File: config.mk
export PLATFORM = sky130hd
export DESIGN_NAME = sbw_lane
export DESIGN_NICKNAME = d
export VERILOG_FILES = /design/src/design/sbw_pkg.sv /design/src/design/sbw_div_cell.sv /design/src/design/sbw_lane.sv
export SDC_FILE = /design/constraint.sdc
export NUM_CORES = 2
export LEC_CHECK = 0
export BUFFER_PORTS_ARGS = -buffer_cell sky130_fd_sc_hd__buf_2
export CAP_MARGIN = 0
export CORE_AREA = 2 2 410 209
export CTS_BUF_LIST = sky130_fd_sc_hd__clkbuf_2
export DETAILED_ROUTE_END_ITERATION = 8
export DIE_AREA = 0 0 412 211
export PLACE_DENSITY = 0.8
export SLEW_MARGIN = 40
export SYNTH_ARGS = -nofsm -noshare
export SYNTH_HDL_FRONTEND = slang
export SYNTH_SLANG_ARGS = --single-unit
File: constraint.sdc
create_clock -name clk -period 13.1 [get_ports clk]
set_input_delay 0 -clock clk [delete_from_list [all_inputs] [get_ports clk]]
set_output_delay 0 -clock clk [all_outputs]
set_load 0.01 [all_outputs]
File: src/design/sbw_pkg.sv
// sbw_pkg: shared types and constants for the soft binned weight block.
// Used by sbw_div_cell, sbw_lane and soft_binned_weight. No dependencies.

package sbw_pkg;

    // Fixed-point unity values
    localparam logic [15:0] ONE_Q15 = 16'h8000;
    localparam logic [15:0] ONE_Q12 = 16'h1000;

    // Breakpoint and weight slots in the packed registers
    localparam int PACK_SLOTS = 3;
    localparam int BIN_SLOTS  = PACK_SLOTS + 1;

    // Divider chain: one quotient bit per cell, 15 bits since the offset is
    // always below half the ramp width when the divide is needed
    localparam int QUO_BITS  = 15;
    localparam int DIV_STEPS = QUO_BITS;

    // Lane latency: front register, divider cells, then t, square, product
    // and round registers
    localparam int LANE_LAT = DIV_STEPS + 5;

    localparam logic [63:0] WEIGHT_PACK_RESET = 64'h1000_1000_1000_1000;

    typedef enum logic [2:0] {
        REG_ENABLE          = 3'd0,
        REG_BREAKPOINT_COUNT = 3'd1,
        REG_SOFTNESS        = 3'd2,
        REG_BREAKPOINT_PACK = 3'd3,
        REG_WEIGHT_PACK     = 3'd4
    } cfg_reg_t;

    // Data handed from one divider cell to the next
    typedef struct packed {
        logic [15:0]         rem;
        logic [QUO_BITS-1:0] quo;
        logic                below;
        logic                sat_hi;
        logic                sat_lo;
    } div_data_t;

    typedef logic [BIN_SLOTS-1:0][15:0] mem_set_t;

    typedef struct packed {
        logic [15:0] weight;
        mem_set_t    mem;
    } result_t;

endpackage

File: src/design/sbw_div_cell.sv
// sbw_div_cell: one restoring-division step, registered.
// Depends on sbw_pkg (div_data_t).

module sbw_div_cell (
    input  logic              clk,
    input  logic              adv,
    input  logic [15:0]       softness,
    input  sbw_pkg::div_data_t d_in,
    output sbw_pkg::div_data_t d_out
);

    sbw_pkg::div_data_t data_reg;
    sbw_pkg::div_data_t data_next;
    logic [16:0]        rem2;
    logic               ge;

    always_comb
    begin
        rem2      = {d_in.rem, 1'b0};
        ge        = rem2 >= {1'b0, softness};
        data_next = d_in;
        // remainder stays below the divisor, so 16 bits hold it
        data_next.rem = ge ? 16'(rem2 - {1'b0, softness}) : rem2[15:0];
        data_next.quo = {d_in.quo[sbw_pkg::QUO_BITS-2:0], ge};
    end

    always_ff @(posedge clk)
    begin
        if (adv)
        begin
            data_reg <= data_next;
        end
    end

    assign d_out = data_reg;

endmodule

File: src/design/sbw_lane.sv
// sbw_lane: crossing fraction of one breakpoint, Q1.15, fixed latency.
// Depends on sbw_pkg and sbw_div_cell.

module sbw_lane #(
    parameter int VALUE_BITS = 16
) (
    input  logic                  clk,
    input  logic                  adv,
    input  logic [VALUE_BITS-1:0] value_x,
    input  logic [15:0]           breakpoint,
    input  logic [15:0]           softness,
    output logic [15:0]           crossing
);

    localparam int MW = (VALUE_BITS > 16) ? VALUE_BITS : 16;
    localparam logic [17:0] SMOOTH_K = 18'h30000; // 3.0 in Q2.16

    logic [MW-1:0]      x_ext;
    logic [MW-1:0]      b_ext;
    logic [MW-1:0]      mag;
    logic               below;
    logic               far;
    sbw_pkg::div_data_t front_reg;
    sbw_pkg::div_data_t front_next;
    sbw_pkg::div_data_t chain [0:sbw_pkg::DIV_STEPS];
    sbw_pkg::div_data_t last;

    logic [15:0] c_val;
    logic [15:0] t_next;
    logic [15:0] t_reg;
    logic        t_hi_reg;
    logic        t_lo_reg;
    logic [31:0] sq_reg;
    logic [17:0] g_reg;
    logic [17:0] g_next;
    logic        sq_hi_reg;
    logic        sq_lo_reg;
    logic [49:0] p_reg;
    logic [49:0] p_next;
    logic        p_hi_reg;
    logic        p_lo_reg;
    logic [50:0] p_round;
    logic [15:0] s_next;
    logic [15:0] s_reg;

    // Front end: side of the breakpoint, offset, early saturation
    always_comb
    begin
        x_ext = MW'(value_x);
        b_ext = MW'(breakpoint);
        below = x_ext < b_ext;
        mag   = below ? (b_ext - x_ext) : (x_ext - b_ext);
        far   = {mag, 1'b0} >= (MW+1)'(softness);
        front_next.rem   = {mag[14:0], 1'b0};
        front_next.quo   = '0;
        front_next.below = below;
        if (softness == 16'd0)
        begin
            front_next.sat_hi = !below;
            front_next.sat_lo = below;
        end
        else
        begin
            front_next.sat_hi = !below && far;
            front_next.sat_lo = below && far;
        end
    end

    always_ff @(posedge clk)
    begin
        if (adv)
        begin
            front_reg <= front_next;
        end
    end

    assign chain[0] = front_reg;

    for (genvar i = 0; i < sbw_pkg::DIV_STEPS; i++)
    begin : g_cell
        sbw_div_cell u_cell (
            .clk      (clk),
            .adv      (adv),
            .softness (softness),
            .d_in     (chain[i]),
            .d_out    (chain[i+1])
        );
    end

    assign last = chain[sbw_pkg::DIV_STEPS];

    // t16: above the breakpoint floor, below it the ceiling is subtracted
    always_comb
    begin
        c_val  = {1'b0, last.quo} + 16'(last.rem != 16'd0);
        t_next = last.below ? (sbw_pkg::ONE_Q15 - c_val)
                            : (sbw_pkg::ONE_Q15 + {1'b0, last.quo});
    end

    assign g_next  = SMOOTH_K - {1'b0, t_reg, 1'b0};
    assign p_next  = sq_reg * g_reg;
    assign p_round = {1'b0, p_reg} + (51'd1 << 32);

    // t16 of zero rounds to zero on its own
    always_comb
    begin
        if (p_hi_reg)
        begin
            s_next = sbw_pkg::ONE_Q15;
        end
        else if (p_lo_reg)
        begin
            s_next = 16'd0;
        end
        else
        begin
            s_next = p_round[48:33];
        end
    end

    always_ff @(posedge clk)
    begin
        if (adv)
        begin
            t_reg     <= t_next;
            t_hi_reg  <= last.sat_hi;
            t_lo_reg  <= last.sat_lo;
            sq_reg    <= t_reg * t_reg;
            g_reg     <= g_next;
            sq_hi_reg <= t_hi_reg;
            sq_lo_reg <= t_lo_reg;
            p_reg     <= p_next;
            p_hi_reg  <= sq_hi_reg;
            p_lo_reg  <= sq_lo_reg;
            s_reg     <= s_next;
        end
    end

    assign crossing = s_reg;

endmodule

======== After elaboration in Yosys (flattened, before gate mapping) ========
Index checks and enable logic that the tools add are counted.
Widths: inputs -> output; s select.
storage, ports and cells
  register bits ........................... 560
  bits in latches ......................... 0
  memory bits (writable) .................. 0
  memory bits (read-only) ................. 0
  memories kept ........................... 0
operators by class
  $add $sub $neg .......................... 22
  $mul .................................... 2
  div/mod/pow operators ................... 0
  magnitude comparators ................... 17
  equality and inequality tests ........... 0
  shift-type cells ........................ 0
  multiplexer cells ....................... 19
  bitwise operators ....................... 0
  reduce and logical (&&, ||, !) cells .... 6
operator list
  kind                    number
  $mux 16                 18
  $ge 17x16->1            16
  $sub 16x16->16          17
  $add 49x33->49 const B  1
  $mul 32x18->49          1
  $mul 16x16->32          1
  $sub 18x17->18 const A  1
  $add 15x1->16           1
  $add 16x15->16 const A  1
  $logic_not 16->1        1
  $lt 16x16->1            1
  $reduce_bool 16->1      1
  $sub 16x16->16 const A  1
  $logic_and 1x1->1       2
  $mux 2                  1
  $reduce_or 2->1         1
  $logic_not 1->1         1

======== Logic depth before layout (Yosys ltp) ========
  depth after elaboration ................. 5
  gate-level depth with buffers ........... 27
  mapped depth without buffers ............ 24

======== Cells and area by module ========
A second synthesis with hierarchy kept.
unflattened totals
  cell total of the unflattened synthesis .. 6041
  area total of the unflattened synthesis .. 62233.4 µm²
by module, submodules not included
  module                                instances  cells each  area each (µm²)  seq. area each (µm²)
  sbw_lane                              1          3259        30236.5          3603.5
  sbw_div_cell at g_cell[0].u_cell ...  14         185         2122.0           1021.0
  sbw_div_cell at g_cell[3].u_cell      1          192         2288.4           1021.0

======== Worst setup path after synthesis ========
No wires, ideal clock.
  path kind ............................... register to register
  start ................................... register t_reg[13]
  end ..................................... register sq_reg[30] (data pin)
  setup time .............................. 0.258 ns
  data arrival time ....................... 6.193 ns
  data required time ...................... 12.842 ns
  slack ................................... 6.649 ns
  stages on the path, launching flop included .. 25
  clock period less this slack ............ 6.451 ns
  cell sequence ........................... edfxtp_1 > clkbuf_1 > clkbuf_1 > nand2_1 > fa_1 > inv_1 > fa_1 > inv_1 > fa_1 > inv_1 > fa_1 > inv_1 > fa_1 > fa_1 > inv_1 > ha_1 > a21o_1 > a21oi_1 > o21ai_0 > a41oi_2 > o211a_1 > nor3_1 > a2111oi_2 > a21oi_1 > xnor2_1
on the way
  word-level cells in the longest chain between the ends .. 1
ends and longest elaborated chain
  element                 RTL line         source
  from (decl)             sbw_lane.sv:30   logic [15:0] t_reg;
  from (signal assigned)  sbw_lane.sv:125  t_reg <= t_next;
  $mul 16x16->32          sbw_lane.sv:128  sq_reg <= t_reg * t_reg;
  to (signal assigned)    sbw_lane.sv:128
  to (decl)               sbw_lane.sv:33   logic [31:0] sq_reg;
Every way passes these cells.
A chain may end at the register's enable or synchronous reset.

======== Worst setup path after layout ========
  start ................................... register t_reg[3]
  end ..................................... register sq_reg[30] (data pin)
Same word-level chain as after synthesis.

==> reports/results.tsv <==
stage	metric	value	unit
outcome	status	complete, no violations	
timing	fin_skew	0.152	ns
synthesis	synth_top_flop_cell	edfxtp_1	
final_layout	area_delta_synth_final	7.58	%
clock_tree	cts_resized	0	
drt	vias_per_cell	6.05	
die	start_util	66.7	%
die	pin_count	66	
grt	grt_first_pass_wirelength	233	mm
clock_tree	clk_path_buf_depth	3	
final_layout	utilization	71.7	%
grt	grt_overflow	0	
synthesis	ys_async_sr_fraction	0	%
worst_setup_path	path_class	flop to flop	
timing	period_minus_slack	7.52	ns
final_layout	nFillCells	5966	
timing	final_hold_viol_count	0	
synthesis	syn_area	55400	um^2
synthesis	ys_types	95	
drt	vias	41300	
drt	drt_iter0_markers	5080	
drt	final_antenna_net_count	0	
worst_setup_path	r2r_end	sq_reg[30]	
placed_design	placed_cells	6467	
final_layout	final_cell_mix	859 x inv_1, 611 x fa_1, 556 x ha_1	
timing	rsz0062_at_grt	false	
clock_tree	clock-root-buffer	clkbuf_2	
worst_hold_path	hold_path_class	primary input to flop	
timing	tns	0	ns
die	placementRows	75	
final_layout	fin_nets	6832	
synthesis	yosys.area.top_type	edfxtp_1	
worst_setup_path	ff2ff_setup_slack	5.58	ns
timing	max_freq	0.133	GHz
synthesis	syn_inst	5384	
clock_tree	cts.sink_count	525	
worst_hold_path	hold_path_end	g_cell[0].u_cell.d_out[23]	
grt	grt.total_usage	34.9	%
worst_hold_path	min_from	softness[5]	
clock_tree	cts_tree	done	
job	maxCapViolations	0	
drt	drc	0	
die	die_y	211	um
die	dieWidth	412	um
placed_design	place_hpwl	107	mm
synthesis	ys_seq_area_share	28.4	%
worst_setup_path	end_kind	flop	
placed_design	io_buffers	65	
worst_setup_path	crit_fanout	14	
grt	grt_pass1_vias	41100	
timing	worst_pin_slew	0.926	ns
timing	setup_violations	0	
grt	grt_max_degree	83	
worst_setup_path	r2r_start	t_reg[3]	
worst_setup_path	worstRegToRegCells	20	
drt	first_pass_iters	6	
synthesis	synth-seq-cells	525	
worst_hold_path	hold_depth	7	
drt	detail_route.wl_per_cell	21.6	um
timing	slew_violations	0	
clock_tree	cts-buffers-inserted	121	
synthesis	synthesis.nets	6601	
worst_setup_path	crit_required	14.31	ns
clock_tree	clk_pin_slew	0.16	ns
die	core	83100	um^2
synthesis	synth.top_cells.by_area	edfxtp_1 28%, fa_1 22%, ha_1 13%, inv_1 5.8%, and2_1 3.6%	
final_layout	final_common_cell	inv_1	
worst_setup_path	cp_data_arrival_time	8.73	ns
worst_setup_path	cp-start-kind	flop	
clock_tree	clock_latency	1.60	ns
final_layout	fin_cells	6837	
final_layout	final_layout_size_suffix_gt1_share	9.32	%
die	dieArea	86900	um^2
clock_tree	cts.htree.levels	3	
synthesis	ys.warnings.count	0	
synthesis	synth-edff-count	525	
timing	final.period_utilization	57.4	%
synthesis	syn_area_per_cell	10.3	um^2
timing	relSlewSlack	38.3	%
drt	drt-total-wl	147	mm
synthesis	yosysTopAreaCellShare	28.4	%
placed_design	gp_congestion	0.955	
grt	antenna_found_initial	6	
final_layout	largest_reg_flops	405	
-- what timing repair did --
action                    in CTS  in global routing
hold buffers                 136                  0
hold endpoints to repair     791                  0
setup buffers                  0                  0
-- per-stage QoR --
step	hold slack (ns)	instance area (um^2)	setup WS, ns
6_report	0.135	59600	5.58
5_1_grt	0.0539	59600	5.17
4_1_cts	0.0143	59500	5.71
3_5_place_dp	0.405	56900	5.79
3_3_place_gp	0.401	56900	6.04
2_1_floorplan	0.112	55400	6.65
-- worst max-delay path: stages, from the launching register on --
cell and delay (ns):
edfxtp_1 0.76, clkinv_1 0.60, nor2_1 0.27, fa_1 0.49
fa_1 0.52, ha_1 0.24, fa_1 0.52, inv_1 0.05
fa_1 0.47, fa_1 0.55, inv_1 0.04, ha_1 0.24
nor4_1 0.28, o21ai_0 0.31, a32o_1 0.44, a41oi_2 0.33
o211a_1 0.28, nor3_1 0.08, a2111oi_2 0.42, a21oi_1 0.15
xnor2_1 0.14
-- logic make-up (layout without fill, tap and decap cells) --
group           count (synthesis)  count (layout)  share of synthesized area (%)
mux                           180             180                           3.62
compound gates                760             760                           8.94
simple gates                 1459            1459                           13.0
flops                         525             525                           28.4
fa+ha+maj                    1167            1167                           34.6
buf+inv                      1018            1342                           7.04
other cells                     0              13                              0
xor+xnor                      275             275                           4.35
-- per-layer routing --
layer  part of all wire, %  track usage [%]  vias up
li1                      -                -    18500
met1                    45             56.6    19900
met2                    37             44.1     2613
met3                    15             11.7      291
met4                   2.1             8.04        2
met5                0.0075                0        -
-- layout make-up --
class / instances / area [um^2] / share of cell area, %
Clock buffer: 165 / 826 / 1.39
Clock inverter: 51 / 367 / 0.615
Multi-Input combinational cell: 3841 / 35800 / 60.0
Antenna cell: 13 / 32.5 / 0.0546
Inverter: 867 / 3250 / 5.46
Sequential cell: 525 / 15800 / 26.4
Timing Repair Buffer: 259 / 2190 / 3.67
Tap cell: 1116 / 1400 / 2.34
-- Yosys cell counts (all sizes together) (21+ instances only) --
cell    number
inv        863
fa         611
ha         556
edfxtp     525
nand2      456
and2       325
nor2       267
a21oi      248
xnor2      197
mux2       154
o21ai      150
clkbuf     125
nor3        79
xor2        78
a21o        77
nand3       71
nor2b       59
o21a        48
nand4       47
nand2b      29
o21bai      29
nor4        27
buf         26
mux2i       26
or3         26
and3        25
o211ai      22
a211oi      21
a21boi      21
-- worst max-delay path by stage --
stage          startpoint    endpoint  slack (ns)  cells after the start
2_1_floorplan   t_reg[13]  sq_reg[30]        6.65                     24
5_1_grt          t_reg[3]  sq_reg[30]        5.17                     20
3_3_place_gp    sq_reg[9]   p_reg[48]        6.04                     20
3_5_place_dp     t_reg[1]  sq_reg[30]        5.79                     22
4_1_cts          t_reg[1]  sq_reg[30]        5.71                     22
6_report         t_reg[3]  sq_reg[30]        5.58                     20
Power is left out: the tool's default activity adds up to more than one toggle a clock period on the data nets, which glitch-free logic cannot reach.
